**config.mk**
```make
export PLATFORM = sky130hd
export DESIGN_NAME = dual_ultrasonic_range_alert_top
export DESIGN_NICKNAME = d
export VERILOG_FILES = /design/src/rtl/core/dura_pkg.sv /design/src/rtl/core/dual_ultrasonic_range_alert_top.sv
export SDC_FILE = /design/constraint.sdc
export NUM_CORES = 1
export LEC_CHECK = 0
export BUFFER_PORTS_ARGS = -buffer_cell sky130_fd_sc_hd__buf_4
export CELL_PAD_IN_SITES_DETAIL_PLACEMENT = 1
export CELL_PAD_IN_SITES_GLOBAL_PLACEMENT = 1
export CORE_UTILIZATION = 53
export DETAILED_ROUTE_END_ITERATION = 16
export PLACE_DENSITY_LB_ADDON = 0.08
export SYNTH_ARGS = -nofsm -noshare
export SYNTH_HDL_FRONTEND = slang
export SYNTH_SLANG_ARGS = --single-unit
```
**constraint.sdc**
```tcl
create_clock -name aclk -period 15.2 [get_ports aclk]
set_clock_uncertainty 0.1 [all_clocks]
set_input_delay 0.76 -clock aclk [delete_from_list [all_inputs] [get_ports aclk]]
set_output_delay 0.76 -clock aclk [all_outputs]
set_load 0.005 [all_outputs]
```
**src/rtl/core/dura_pkg.sv**
```systemverilog
package dura_pkg;

    // default width of the echo tick counter
    localparam int TIMER_BITS_DEF = 16;

    // configuration register indexes
    localparam logic [2:0] CFG_TRIGGER_TICKS = 3'd0;
    localparam logic [2:0] CFG_SCALE_Q16     = 3'd1;
    localparam logic [2:0] CFG_NEAR_LIMIT    = 3'd2;
    localparam logic [2:0] CFG_MID_LIMIT     = 3'd3;
    localparam logic [2:0] CFG_FAR_LIMIT     = 3'd4;
    localparam logic [2:0] CFG_PAUSE_TICKS   = 3'd5;

    // configuration reset values
    localparam logic [7:0]  TRIGGER_TICKS_RST = 8'd11;
    localparam logic [15:0] SCALE_Q16_RST     = 16'd1219;
    localparam logic [15:0] NEAR_LIMIT_RST    = 16'd20;
    localparam logic [15:0] MID_LIMIT_RST     = 16'd50;
    localparam logic [15:0] FAR_LIMIT_RST     = 16'd100;
    localparam logic [19:0] PAUSE_TICKS_RST   = 20'd184332;

    // measurement sequencer phases
    localparam logic [2:0] PH_TRIG_L = 3'd0;
    localparam logic [2:0] PH_WAIT_L = 3'd1;
    localparam logic [2:0] PH_CNT_L  = 3'd2;
    localparam logic [2:0] PH_TRIG_R = 3'd3;
    localparam logic [2:0] PH_WAIT_R = 3'd4;
    localparam logic [2:0] PH_CNT_R  = 3'd5;
    localparam logic [2:0] PH_PAUSE  = 3'd6;

    // alert zone codes
    localparam logic [1:0] ZONE_NONE   = 2'd0;
    localparam logic [1:0] ZONE_GREEN  = 2'd1;
    localparam logic [1:0] ZONE_YELLOW = 2'd2;
    localparam logic [1:0] ZONE_RED    = 2'd3;

    // one result beat
    typedef struct packed {
        logic        left_trig;
        logic        right_trig;
        logic [1:0]  alert_zone;
        logic [15:0] left_cm;
        logic [15:0] right_cm;
        logic        cycle_done;
    } result_t;

endpackage

```
**src/rtl/core/dual_ultrasonic_range_alert_top.sv**
```systemverilog
// Dual ultrasonic range alert. Each input beat is one timer tick with the two echo pin
// levels; the block takes one beat every clock while the skid register is empty and
// returns one registered result beat per input beat. A two-entry output stage (result
// register plus skid register) keeps input acceptance going while a result waits.
// The sequencer pulses the left trigger, times the left echo with a TIMER_BITS wide
// counter that saturates on timeout, then does the same on the right and pauses.
// Echo ticks become centimetres as (ticks * scale_q16) >> 16, saturated to 16 bits;
// that multiply and the zone compares against the nearer distance set the critical
// path, all combinational between the state registers and the result register.
// Configuration registers are written through a plain write port with no wait state.
module dual_ultrasonic_range_alert_top #(
    parameter int TIMER_BITS = dura_pkg::TIMER_BITS_DEF
) (
    input  logic        aclk,
    input  logic        aresetn,
    // configuration write port
    input  logic        cfg_wr_en,
    input  logic [2:0]  cfg_addr,
    input  logic [19:0] cfg_wdata,
    // tick input
    input  logic        s_valid,
    output logic        s_ready,
    input  logic        s_echo_left,
    input  logic        s_echo_right,
    // result output
    output logic        m_valid,
    input  logic        m_ready,
    output logic        m_left_trig,
    output logic        m_right_trig,
    output logic [1:0]  m_alert_zone,
    output logic [15:0] m_left_cm,
    output logic [15:0] m_right_cm,
    output logic        m_cycle_done
);

    localparam int PW = TIMER_BITS + 16;

    // configuration registers
    logic [7:0]  trigger_ticks_reg;
    logic [15:0] scale_q16_reg;
    logic [15:0] near_limit_reg;
    logic [15:0] mid_limit_reg;
    logic [15:0] far_limit_reg;
    logic [19:0] pause_ticks_reg;

    // sequencer state
    logic [2:0]            phase_reg, phase_next;
    logic [TIMER_BITS-1:0] tick_count_reg, tick_count_next;
    logic [19:0]           pause_count_reg, pause_count_next;
    logic [15:0]           left_dist_reg, left_dist_next;
    logic [15:0]           right_dist_reg, right_dist_next;
    logic [1:0]            zone_reg, zone_next;
    logic                  done_c;

    // output stage
    logic              out_valid_reg;
    logic              skid_valid_reg;
    dura_pkg::result_t out_reg;
    dura_pkg::result_t skid_reg;
    dura_pkg::result_t result_c;

    logic s_fire;
    logic out_free;

    // distance datapath
    logic [TIMER_BITS-1:0] tick_inc;
    logic [PW-1:0]         prod;
    logic [PW+15:0]        prod_ext;
    logic [15:0]           dist_cm;
    logic [15:0]           near_cm;
    logic [1:0]            zone_pick;

    assign s_ready  = !skid_valid_reg;
    assign s_fire   = s_valid && s_ready;
    assign out_free = !out_valid_reg || m_ready;

    // configuration write decode
    always_ff @(posedge aclk) begin
        if (!aresetn) begin
            trigger_ticks_reg <= dura_pkg::TRIGGER_TICKS_RST;
            scale_q16_reg     <= dura_pkg::SCALE_Q16_RST;
            near_limit_reg    <= dura_pkg::NEAR_LIMIT_RST;
            mid_limit_reg     <= dura_pkg::MID_LIMIT_RST;
            far_limit_reg     <= dura_pkg::FAR_LIMIT_RST;
            pause_ticks_reg   <= dura_pkg::PAUSE_TICKS_RST;
        end else if (cfg_wr_en) begin
            unique case (cfg_addr)
                dura_pkg::CFG_TRIGGER_TICKS: trigger_ticks_reg <= cfg_wdata[7:0];
                dura_pkg::CFG_SCALE_Q16:     scale_q16_reg     <= cfg_wdata[15:0];
                dura_pkg::CFG_NEAR_LIMIT:    near_limit_reg    <= cfg_wdata[15:0];
                dura_pkg::CFG_MID_LIMIT:     mid_limit_reg     <= cfg_wdata[15:0];
                dura_pkg::CFG_FAR_LIMIT:     far_limit_reg     <= cfg_wdata[15:0];
                dura_pkg::CFG_PAUSE_TICKS:   pause_ticks_reg   <= cfg_wdata;
                default: ;
            endcase
        end
    end

    // tick count to centimetres, saturated to 16 bits
    assign tick_inc = tick_count_reg + TIMER_BITS'(1);
    assign prod     = PW'(tick_count_reg) * PW'(scale_q16_reg);
    assign prod_ext = {16'b0, prod};
    assign dist_cm  = (|prod_ext[PW+15:32]) ? 16'hFFFF : prod_ext[31:16];

    // nearer distance picks the zone
    assign near_cm = (left_dist_reg < dist_cm) ? left_dist_reg : dist_cm;

    always_comb begin
        if (near_cm < near_limit_reg) begin
            zone_pick = dura_pkg::ZONE_RED;
        end else if (near_cm < mid_limit_reg) begin
            zone_pick = dura_pkg::ZONE_YELLOW;
        end else if (near_cm <= far_limit_reg) begin
            zone_pick = dura_pkg::ZONE_GREEN;
        end else begin
            zone_pick = dura_pkg::ZONE_NONE;
        end
    end

    // measurement sequencer
    always_comb begin
        phase_next       = phase_reg;
        tick_count_next  = tick_count_reg;
        pause_count_next = pause_count_reg;
        left_dist_next   = left_dist_reg;
        right_dist_next  = right_dist_reg;
        zone_next        = zone_reg;
        done_c           = 1'b0;
        unique case (phase_reg)
            dura_pkg::PH_TRIG_L, dura_pkg::PH_TRIG_R: begin
                tick_count_next = tick_inc;
                if (tick_inc >= TIMER_BITS'(trigger_ticks_reg)) begin
                    tick_count_next = '0;
                    phase_next = (phase_reg == dura_pkg::PH_TRIG_L) ?
                                 dura_pkg::PH_WAIT_L : dura_pkg::PH_WAIT_R;
                end
            end
            dura_pkg::PH_WAIT_L: begin
                if (s_echo_left) begin
                    tick_count_next = '0;
                    phase_next = dura_pkg::PH_CNT_L;
                end
            end
            dura_pkg::PH_WAIT_R: begin
                if (s_echo_right) begin
                    tick_count_next = '0;
                    phase_next = dura_pkg::PH_CNT_R;
                end
            end
            dura_pkg::PH_CNT_L: begin
                // echo fall or counter timeout ends the measurement
                if (!s_echo_left || (&tick_count_reg)) begin
                    left_dist_next  = dist_cm;
                    tick_count_next = '0;
                    phase_next      = dura_pkg::PH_TRIG_R;
                end else begin
                    tick_count_next = tick_inc;
                end
            end
            dura_pkg::PH_CNT_R: begin
                if (!s_echo_right || (&tick_count_reg)) begin
                    right_dist_next  = dist_cm;
                    tick_count_next  = '0;
                    zone_next        = zone_pick;
                    done_c           = 1'b1;
                    pause_count_next = '0;
                    phase_next       = dura_pkg::PH_PAUSE;
                end else begin
                    tick_count_next = tick_inc;
                end
            end
            dura_pkg::PH_PAUSE: begin
                pause_count_next = pause_count_reg + 20'd1;
                if (pause_count_next >= pause_ticks_reg) begin
                    pause_count_next = '0;
                    phase_next = dura_pkg::PH_TRIG_L;
                end
            end
            default: begin
                tick_count_next  = '0;
                pause_count_next = '0;
                phase_next       = dura_pkg::PH_TRIG_L;
            end
        endcase
    end

    // result beat for this tick
    always_comb begin
        result_c.left_trig  = (phase_reg == dura_pkg::PH_TRIG_L);
        result_c.right_trig = (phase_reg == dura_pkg::PH_TRIG_R);
        result_c.alert_zone = zone_next;
        result_c.left_cm    = left_dist_next;
        result_c.right_cm   = right_dist_next;
        result_c.cycle_done = done_c;
    end

    // state advances on each accepted tick
    always_ff @(posedge aclk) begin
        if (!aresetn) begin
            phase_reg       <= dura_pkg::PH_TRIG_L;
            tick_count_reg  <= '0;
            pause_count_reg <= '0;
            left_dist_reg   <= '0;
            right_dist_reg  <= '0;
            zone_reg        <= dura_pkg::ZONE_NONE;
        end else if (s_fire) begin
            phase_reg       <= phase_next;
            tick_count_reg  <= tick_count_next;
            pause_count_reg <= pause_count_next;
            left_dist_reg   <= left_dist_next;
            right_dist_reg  <= right_dist_next;
            zone_reg        <= zone_next;
        end
    end

    // output register and skid control
    always_ff @(posedge aclk) begin
        if (!aresetn) begin
            out_valid_reg  <= 1'b0;
            skid_valid_reg <= 1'b0;
        end else begin
            if (out_free) begin
                out_valid_reg  <= skid_valid_reg || s_fire;
                skid_valid_reg <= 1'b0;
            end else if (s_fire) begin
                skid_valid_reg <= 1'b1;
            end
        end
    end

    // output payload
    always_ff @(posedge aclk) begin
        if (out_free) begin
            out_reg <= skid_valid_reg ? skid_reg : result_c;
        end
        if (!out_free && s_fire) begin
            skid_reg <= result_c;
        end
    end

    assign m_valid      = out_valid_reg;
    assign m_left_trig  = out_reg.left_trig;
    assign m_right_trig = out_reg.right_trig;
    assign m_alert_zone = out_reg.alert_zone;
    assign m_left_cm    = out_reg.left_cm;
    assign m_right_cm   = out_reg.right_cm;
    assign m_cycle_done = out_reg.cycle_done;

`ifndef ASSERT_OFF
    // skid holds a beat only behind a full output register
    a_skid_behind_out: assert property (@(posedge aclk) disable iff (!aresetn)
        skid_valid_reg |-> out_valid_reg)
        else $error("skid beat without output beat");

    // the two triggers are never driven together
    a_trig_exclusive: assert property (@(posedge aclk) disable iff (!aresetn)
        m_valid |-> !(m_left_trig && m_right_trig))
        else $error("both triggers driven");

    // a finished cycle always enters the pause
    a_done_to_pause: assert property (@(posedge aclk) disable iff (!aresetn)
        (s_fire && done_c) |=> (phase_reg == dura_pkg::PH_PAUSE))
        else $error("cycle end did not enter pause");
`endif

endmodule
```
==> results of run 1 <==
## cell type report
cell class                      instances  area [µm²]
Clock buffer                           38         732
Clock inverter                         12         178
Fill cell                            4476       15600
Inverter                              326        1220
Multi-Input combinational cell       1658       13400
Sequential cell                       241        5570
Tap cell                              511         639
Timing Repair Buffer                   90         676
## how the worst min path moves through the flow
stage                     slack [ps]             endpoint           startpoint  cells past startpoint
after floorplan                  330   pause_count_reg[9]   pause_count_reg[9]                      2
after global placement           340   pause_count_reg[9]   pause_count_reg[9]                      2
after detailed placement         350   pause_count_reg[9]   pause_count_reg[9]                      2
after CTS                        330  pause_ticks_reg[17]        cfg_wdata[17]                      3
after global routing             350  pause_ticks_reg[17]        cfg_wdata[17]                      3
final                            350  pause_ticks_reg[13]  pause_ticks_reg[13]                      2
## per-stage QoR
stage,cells,utilization,power [mW],worst slack [ps],hold slack (ps)
global route,2876,0.590,1.62,3170,352
CTS,2876,0.590,1.57,3930,328
finish,2876,0.590,1.56,3850,354
floorplan,2347,-,0.821,5150,332
detailed placement,2826,0.566,0.894,3980,347
global placement,2826,0.566,0.883,4260,342
## logic make-up (layout without fill, tap and decap cells)
| kind of cell | Yosys count | in the layout | share of synthesized area |
|---|---|---|---|
| adder cells (fa/ha/maj) | 381 | 381 | 0.302 |
| multiplexers | 48 | 48 | 0.0261 |
| AO/OA/AOI/OAI | 361 | 361 | 0.110 |
| AND/OR/NAND/NOR | 822 | 822 | 0.189 |
| XOR/XNOR | 46 | 46 | 0.0206 |
| flip-flops | 241 | 241 | 0.270 |
| buffers and inverters | 448 | 466 | 0.0817 |
## power groups by stage
stage / registers [mW] / clock network, mW / logic [mW]
final: 0.707 / 0.678 / 0.174
after global routing: 0.710 / 0.717 / 0.193
after CTS: 0.707 / 0.690 / 0.175
after detailed placement: 0.721 / 0 / 0.173
after global placement: 0.719 / 0 / 0.164
after floorplan: 0.710 / 0 / 0.110
## worst min-delay path, stage by stage, from the launching register on
cell,delay (ps)
dfxtp_1,310
nand2_1,50
a21oi_1,50
## placed cells by master, fill, tap and decap left out, drive strengths merged, types with 16 or more instances in the layout
cell,n
nand3,48
fa,193
buf,90
and3,16
dfxtp,167
nor2b,16
xor2,20
and2,121
xnor2,25
clkbuf,38
a21boi,16
nor3,16
a21o,26
o21ai,92
nor3b,33
inv,328
ha,188
mux2,45
nand2,411
o211ai,21
edfxtp,74
nor2,99
nand4,18
a21oi,136
## routing by layer
| layer | global-route usage | vias to the layer above | routed length, µm |
|---|---|---|---|
| met4 | 0.100 | 0 | 1760 |
| li1 | - | 7636 | - |
| met1 | 0.389 | 8372 | 24900 |
| met2 | 0.567 | 378 | 30400 |
| met5 | 0 | - | 0 |
| met3 | 0.0365 | 101 | 2660 |
==> results.toml, run 1 <==
[worst_setup_path]
reg2reg_slack_ps = 3850
r2r-end = "m_alert_zone[0]"
cp_slowest_stage_delay_ps = 890
path_max_fanout = 17
critPathSlowestCell = "dfxtp_1"
crit_start = "scale_q16_reg[9]"
critPathTopFamily = "adder cells"
path_buf_inv = 7
ff2ff_path_depth = 46
crit_end = "m_alert_zone[0]"
cp.depth = 46
crit_required_ps = 15400
crit_type = "flip-flop to flip-flop"
crit_arrival_ps = 11550
endpoint_kind = "flip-flop"
startpoint_type = "flip-flop"
worstReg2RegStart = "scale_q16_reg[9]"

[yosys]
synthTopCellsByCount = "nand2_1, inv_1, fa_1"
synth_warnings = 0
yosysUniqueCellTypes = 76
ys_seq_area_frac = 0.270
postSynthCellCount = 2347
syn_area_um2 = 20600
synth_nets = 2758
synth-main-ff-cell = "dfxtp_1"
yosys.area.top_type = "fa_1"
synth_area_leaders = "fa_1, dfxtp_1, ha_1"
synth_edf_count = 74
async_flop_share = 0
synth_most_common_cell = "nand2_1"
netlist.area_leader.share = 0.188
avgSynthCellArea_um2 = 8.77
ys_ff_latch = 241

[floorplanning]
io_pins = 69
rows = 71
coreArea_um2 = 37900
start_util = 0.543
die_w_um = 199
die_h_um = 199
die_area_um2 = 39600

[global_routing]
grt_usage = 0.314
grt_antenna_before_repair = 0
grt_start_max_net_pins = 79
grt_pass1_vias = 18000
gr-total-overflow = 0
grt_pass1_wl_mm = 96.3

[detailed_routing]
wire_per_inst_um = 20.8
routed_wl_mm = 59.7
vias = 16500
dr.pass1.iters = 5
drc_errors = 0
postRouteAntennaNets = 0
via_per_inst = 5.73
drt_iter0_markers = 808

[cells_and_area]
synthToLayoutAreaGrowth_pct = 8.68
nets = 2755
largest_register_ffs = 37
diodes = 0
fin_area_um2 = 22400
drive_above_1_share = 0.0863

[cts]
clkTransAtPathRegs_ps = 60
cts_buffers = 27
h-tree-depth = 1
cts_root_buf = "clkbuf_16"
hold_buffers = 0
clk_path_buf_depth = 3
cts_resized = 0
cts_tree = "yes"
post_cts_buffers = 0
clk_latency_ps = 550
clock_sinks = 241

[power_and_ir_drop]
powerDensity_nw_per_um2 = 69.7
p_sw_mw = 0.398
p_int_mw = 1.16
irDropWorstVdd_uv = 74.2
power_frac_comb = 0.112
seqPwrFrac = 0.454
power_leakage_nw = 10.3
clockPowerShare = 0.435
swShare = 0.255

[timing]
rsz0062_at_grt = "no"
fin_crit_sh = 0.747
drv_slew = 0
max_slew_margin = 0.261
fmax_ghz = 0.0881
finalHoldViolCount = 0
setup_viol = 0
fin_crit_ps = 11350
setup_tns_ps = 0
worstMarginPinSlew_ps = 1100

[outcome]
status = "finished, final reports clean"

[place]
port_buffers = 68
postPlaceCellArea_um2 = 21500
hpwl_mm = 45.3
place_congestion = 0.917

[min_path]
min_path_type = "flip-flop to flip-flop"

[flow_run]
drv_cap = 0
Note: power is estimated with default switching activity, not from simulation.
==> inputs of run 2 (changes only) <==
Settings changed: ABC_AREA from default to 1, CORE_UTILIZATION 53 to 48.
Clock period 15.2 ns to 10.84 ns, I/O delays scaled along.
==> run 2 against run 1 <==
Compared with the run above:
- sequential power increased by 44%
- synthesized cell count rose by 18%
- non-clock buffer count rose by 6
- critical path depth fell by 5
- cell count grew 17%
- routed wire length rose by 6.5%
- die area up 12%
- clock-buffer cell count rose by 4
- register-to-register slack got worse by 3300 ps
- worst hold slack worse by 240 ps
- clock power up 43%
- sequential cell count unchanged
- critical endpoint is now m_alert_zone[1]
- highest routed layer unchanged
==> results.toml, run 2 <==
[outcome]
status = "finished, final reports clean"

[timing]
setup_viol = 0
fin_crit_sh = 0.950
rsz0062_at_grt = "no"
fin_crit_ps = 10300
worstMarginPinSlew_ps = 997
fmax_ghz = 0.0971
drv_slew = 0
setup_tns_ps = 0
max_slew_margin = 0.335
hold_slack_ps = 119
finalHoldViolCount = 0

[detailed_routing]
via_per_inst = 5.26
drc_errors = 0
wire_per_inst_um = 18.8
vias = 17800
postRouteAntennaNets = 0
drt_iter0_markers = 842
dr.pass1.iters = 7
routed_wl_mm = 63.6

[cts]
clkTransAtPathRegs_ps = 60
hold_buffers = 0
clk_path_buf_depth = 3
cts_tree = "yes"
cts_buffers = 27
cts_root_buf = "clkbuf_16"
clock_sinks = 241
clk_latency_ps = 570
h-tree-depth = 1

[global_routing]
use_met2 = 0.529
grt_pass1_wl_mm = 103
grt_pass1_vias = 19600
grt_util_met1 = 0.361
met3_usage = 0.0397
grt_start_max_net_pins = 95
grt_busiest_layer = "met2"
gr-total-overflow = 0
grt_antenna_before_repair = 0
grt_usage = 0.298

[yosys]
synth_edf_count = 74
ys_seq_area_frac = 0.266
yosys.area.top_type = "fa_1"
async_flop_share = 0
postSynthCellCount = 2770
avgSynthCellArea_um2 = 7.56
syn_area_um2 = 21000
synth_warnings = 0
synthTopCellsByCount = "nand2_1, inv_1, fa_1"
synth_most_common_cell = "nand2_1"
synth_area_leaders = "fa_1, dfxtp_1, nand2_1"
synth-main-ff-cell = "dfxtp_1"
netlist.area_leader.share = 0.184
yosysUniqueCellTypes = 50
ys_ff_latch = 241
synth_nets = 3181

[power_and_ir_drop]
irDropWorstVdd_uv = 154
clockPowerShare = 0.401
power_leakage_nw = 12.1
power_frac_comb = 0.178
p_int_mw = 1.71
swShare = 0.293
p_sw_mw = 0.708
seqPwrFrac = 0.421
powerDensity_nw_per_um2 = 106

[flow_run]
drv_cap = 0

[worst_setup_path]
endpoint_kind = "flip-flop"
startpoint_type = "flip-flop"
path_max_fanout = 31
crit_type = "flip-flop to flip-flop"
critPathSlowestCell = "dfxtp_1"
cp_slowest_stage_delay_ps = 720
cpMostUsedCell = "nand2_1"
crit_arrival_ps = 10580
crit_required_ps = 11120

[cells_and_area]
multiInputGateArea_um2 = 12600
nets = 3183
synthToLayoutAreaGrowth_pct = 9.27
final_cell_mix = "nand2_1, inv_1, fa_1"
seqCellArea_um2 = 5580
largest_register_ffs = 37
layout_commonest_cell = "nand2_1"
drive_above_1_share = 0.0691
fillCellCount = 5362
diodes = 0

[floorplanning]
start_util = 0.486
die_h_um = 211
die_w_um = 211
rows = 76
die_area_um2 = 44500
coreArea_um2 = 43100
io_pins = 69

[place]
port_buffers = 68
place_congestion = 0.880
hpwl_mm = 48.6

[min_path]
min_path_type = "primary input to flip-flop"
run 2: cell count changes in the layout (fill, tap and decap cells not counted), sizes merged, moves of 24 or more:
cell   before  now
a21o       26    2
a21oi     136  175
and2      121    2
inv       328  617
mux2       45    0
nand2     411  721
nor2       99  156
nor3b      33    2
o21ai      92  161
run 2: critical path, delay by kind of cell, from the launching register on:
family	cells	cell delay, ps
adders and majority gates	9	4190
and+or+nand+nor	19	2200
AOI/OAI and AO/OA	7	1970
DFF	1	720
buffers and inverters	5	500
xor gates and xnor gates	1	460
run 2: worst paths after layout:
check              startpoint                   to  slack (ps)  cells after the start
max reg2reg  scale_q16_reg[9]      m_alert_zone[1]         540                     41
min reg2reg  far_limit_reg[7]     far_limit_reg[7]         360                      2
min             cfg_wdata[17]  pause_ticks_reg[17]         120                      3
max          scale_q16_reg[9]      m_alert_zone[1]         540                     41
run 2: logic make-up after synthesis:
kind of cell | synth area share
fa+ha+maj | 0.297
buf+inv | 0.134
flops | 0.266
simple gates | 0.188
xor+xnor | 0.0159
mux | 0.000478
compound gates | 0.0996
run 2: per-layer routing:
metal | up-vias | part of all wire
met5 | - | 0
met4 | 0 | 0.043
met3 | 134 | 0.049
met2 | 384 | 0.49
met1 | 8810 | 0.42
li1 | 8442 | -
run 2: final cells by class:
cell class	instances	area share
multi-input cells	1787	0.551
clock buffers	42	0.0355
inverters	619	0.102
flip-flops and latches	241	0.244
well taps	585	0.0320
repair buffers	96	0.0315
clock inverters	7	0.00492
run 2: power by group through the flow:
stage                     sequential, mW  clock (mW)  combinational (mW)
final                               1.02       0.972               0.431
after global routing                1.02        1.02               0.487
after CTS                           1.02       0.991               0.434
after detailed placement            1.04           0               0.430
after global placement              1.04           0               0.413
after floorplan                     1.01           0               0.281
run 2: through the flow:
stage | worst slack (ps) | instances | utilization | power [mW] | cell area (µm²)
after floorplan | 2290 | 2770 | - | 1.29 | 21000
after global placement | 370 | 3328 | 0.509 | 1.45 | 21900
after detailed placement | 225 | 3328 | 0.509 | 1.47 | 21900
after CTS | 143 | 3377 | 0.531 | 2.44 | 22900
after global routing | 15.8 | 3377 | 0.532 | 2.53 | 22900
final | 543 | 3377 | 0.532 | 2.42 | 22900
run 2: what timing repair did:
action	4_1_cts	5_1_grt
resized for setup	0	24
setup endpoints to repair	0	6
setup buffers	0	0
==> inputs of run 3 (changes only) <==
==> constraint.sdc (replaced) <==
create_clock -name aclk -period 10.84 [get_ports aclk]
set_clock_uncertainty 0.1 [all_clocks]
set_input_delay 1.084 -clock aclk [delete_from_list [all_inputs] [get_ports aclk]]
set_output_delay 1.084 -clock aclk [all_outputs]
set_load 0.005 [all_outputs]
==> run 3 against run 2 <==
Compared with the run above:
- final area fell by 0.16%
- cell count up 0.15%
- register-to-register slack improved by 160 ps
- via count barely moved
- worst hold slack improved by 240 ps
- sequential share of layout area about the same
- global-route usage up 0.24 points
- first-iteration DRC count fell by 5.0%
- clock power fell by 5.5%
- critical path depth up 7
- combinational power barely moved
- utilization down 0.087 points
- highest routed layer unchanged
==> results.toml, run 3 (same netlist as run 2, synthesis figures left out) <==
[cts]
clk_latency_ps = 560
cts_buffers = 28
cts_root_buf = "clkbuf_16"
cts_resized = 0
hold_buffers = 0
cts_tree = "yes"
post_cts_buffers = 0
clk_path_buf_depth = 3
clock_sinks = 241
h-tree-depth = 1
clkTransAtPathRegs_ps = 70

[timing]
fin_crit_ps = 10140
finalHoldViolCount = 0
rsz0062_at_grt = "no"
fin_crit_sh = 0.935
drv_slew = 0
fmax_ghz = 0.0987
setup_tns_ps = 0
worstMarginPinSlew_ps = 1020
max_slew_margin = 0.319
setup_viol = 0

[floorplanning]
die_area_um2 = 44500
start_util = 0.486
io_pins = 69
rows = 76
die_w_um = 211
die_h_um = 211
coreArea_um2 = 43100

[power_and_ir_drop]
power_frac_comb = 0.183
seqPwrFrac = 0.430
p_int_mw = 1.65
swShare = 0.302
powerDensity_nw_per_um2 = 104
irDropWorstVdd_uv = 113
clockPowerShare = 0.388
p_sw_mw = 0.716
power_leakage_nw = 12.1

[place]
hpwl_mm = 48.7
postPlaceCellArea_um2 = 22000
place_inst = 3330
place_congestion = 0.872
port_buffers = 68

[worst_setup_path]
crit_required_ps = 11150
cpMostUsedCell = "nand2_1"
crit_arrival_ps = 10450
critPathSlowestCell = "dfxtp_1"
crit_type = "flip-flop to flip-flop"
ff2ff_path_depth = 48
critPathTopFamily = "adder cells"
reg2reg_slack_ps = 700
cp_slowest_stage_delay_ps = 770
endpoint_kind = "flip-flop"
path_max_fanout = 31
r2r-end = "m_alert_zone[0]"
worstReg2RegStart = "tick_count_reg[5]"
cp.depth = 48
startpoint_type = "flip-flop"
path_buf_inv = 9

[cells_and_area]
layoutNonFillerInstCount = 3382
final_cell_mix = "nand2_1, inv_1, fa_1"
fin_util = 0.531
nets = 3186
largest_register_ffs = 37
diodes = 0
drive_above_1_share = 0.0690
layout_commonest_cell = "nand2_1"
synthToLayoutAreaGrowth_pct = 9.09
fin_area_um2 = 22900

[global_routing]
grt_pass1_vias = 19400
grt_start_max_net_pins = 95
gr-total-overflow = 0
grt_antenna_before_repair = 1
grt_pass1_wl_mm = 104
grt_usage = 0.301

[detailed_routing]
drt_iter0_markers = 800
postRouteAntennaNets = 0
wire_per_inst_um = 18.9
via_per_inst = 5.26
drc_errors = 0
vias = 17800
dr.pass1.iters = 5
routed_wl_mm = 64.0

[min_path]
hold_depth = 2
min_path_type = "flip-flop to flip-flop"
min_to = "pause_ticks_reg[5]"
min_from = "pause_ticks_reg[5]"

[flow_run]
drv_cap = 0

[outcome]
status = "finished, final reports clean"
[run 3: per-stage QoR]
stage	setup slack, ps	hold slack [ps]	power [mW]
final	704	363	2.37
after global routing	43.5	376	2.48
after CTS	307	365	2.39
after detailed placement	366	356	1.47
after global placement	521	347	1.45
after floorplan	2290	335	1.29
[run 3: cell type report]
cell class              instances  area [µm²]
clock buffers                  42         825
clock inverters                10        60.1
fillers                      5399       20200
inverters                     619        2320
multi-input cells            1787       12600
flip-flops and latches        241        5580
well taps                     585         732
repair buffers                 98         736
[run 3: how the worst max path moves through the flow]
stage | start | to | slack [ps]
after floorplan | tick_count_reg[5] | m_alert_zone[1] | 2290
after global placement | tick_count_reg[4] | m_alert_zone[1] | 520
after detailed placement | tick_count_reg[4] | m_alert_zone[0] | 370
after CTS | tick_count_reg[4] | m_alert_zone[1] | 310
after global routing | tick_count_reg[5] | m_alert_zone[0] | 40
final | tick_count_reg[5] | m_alert_zone[0] | 700
[run 3: routing by layer]
metal  vias to the layer above  share of wire  global-route usage
li1                       8456              -                   -
met1                      8832           0.42               0.374
met2                       385           0.50               0.539
met3                       113          0.040              0.0284
met4                         0          0.036               0.112
met5                         -              0                   0
[run 3: power by group through the flow]
stage | sequential, mW | combinational, mW | clock [mW]
5_1_grt | 1.02 | 0.485 | 0.971
3_3_place_gp | 1.03 | 0.415 | 0
2_1_floorplan | 1.01 | 0.281 | 0
3_5_place_dp | 1.04 | 0.430 | 0
6_report | 1.02 | 0.433 | 0.919
4_1_cts | 1.02 | 0.437 | 0.936
[run 3: worst min-delay path: stages, from the launching register on]
cell	delay, ps
dfxtp_1	300
inv_1	60
a21oi_1	60
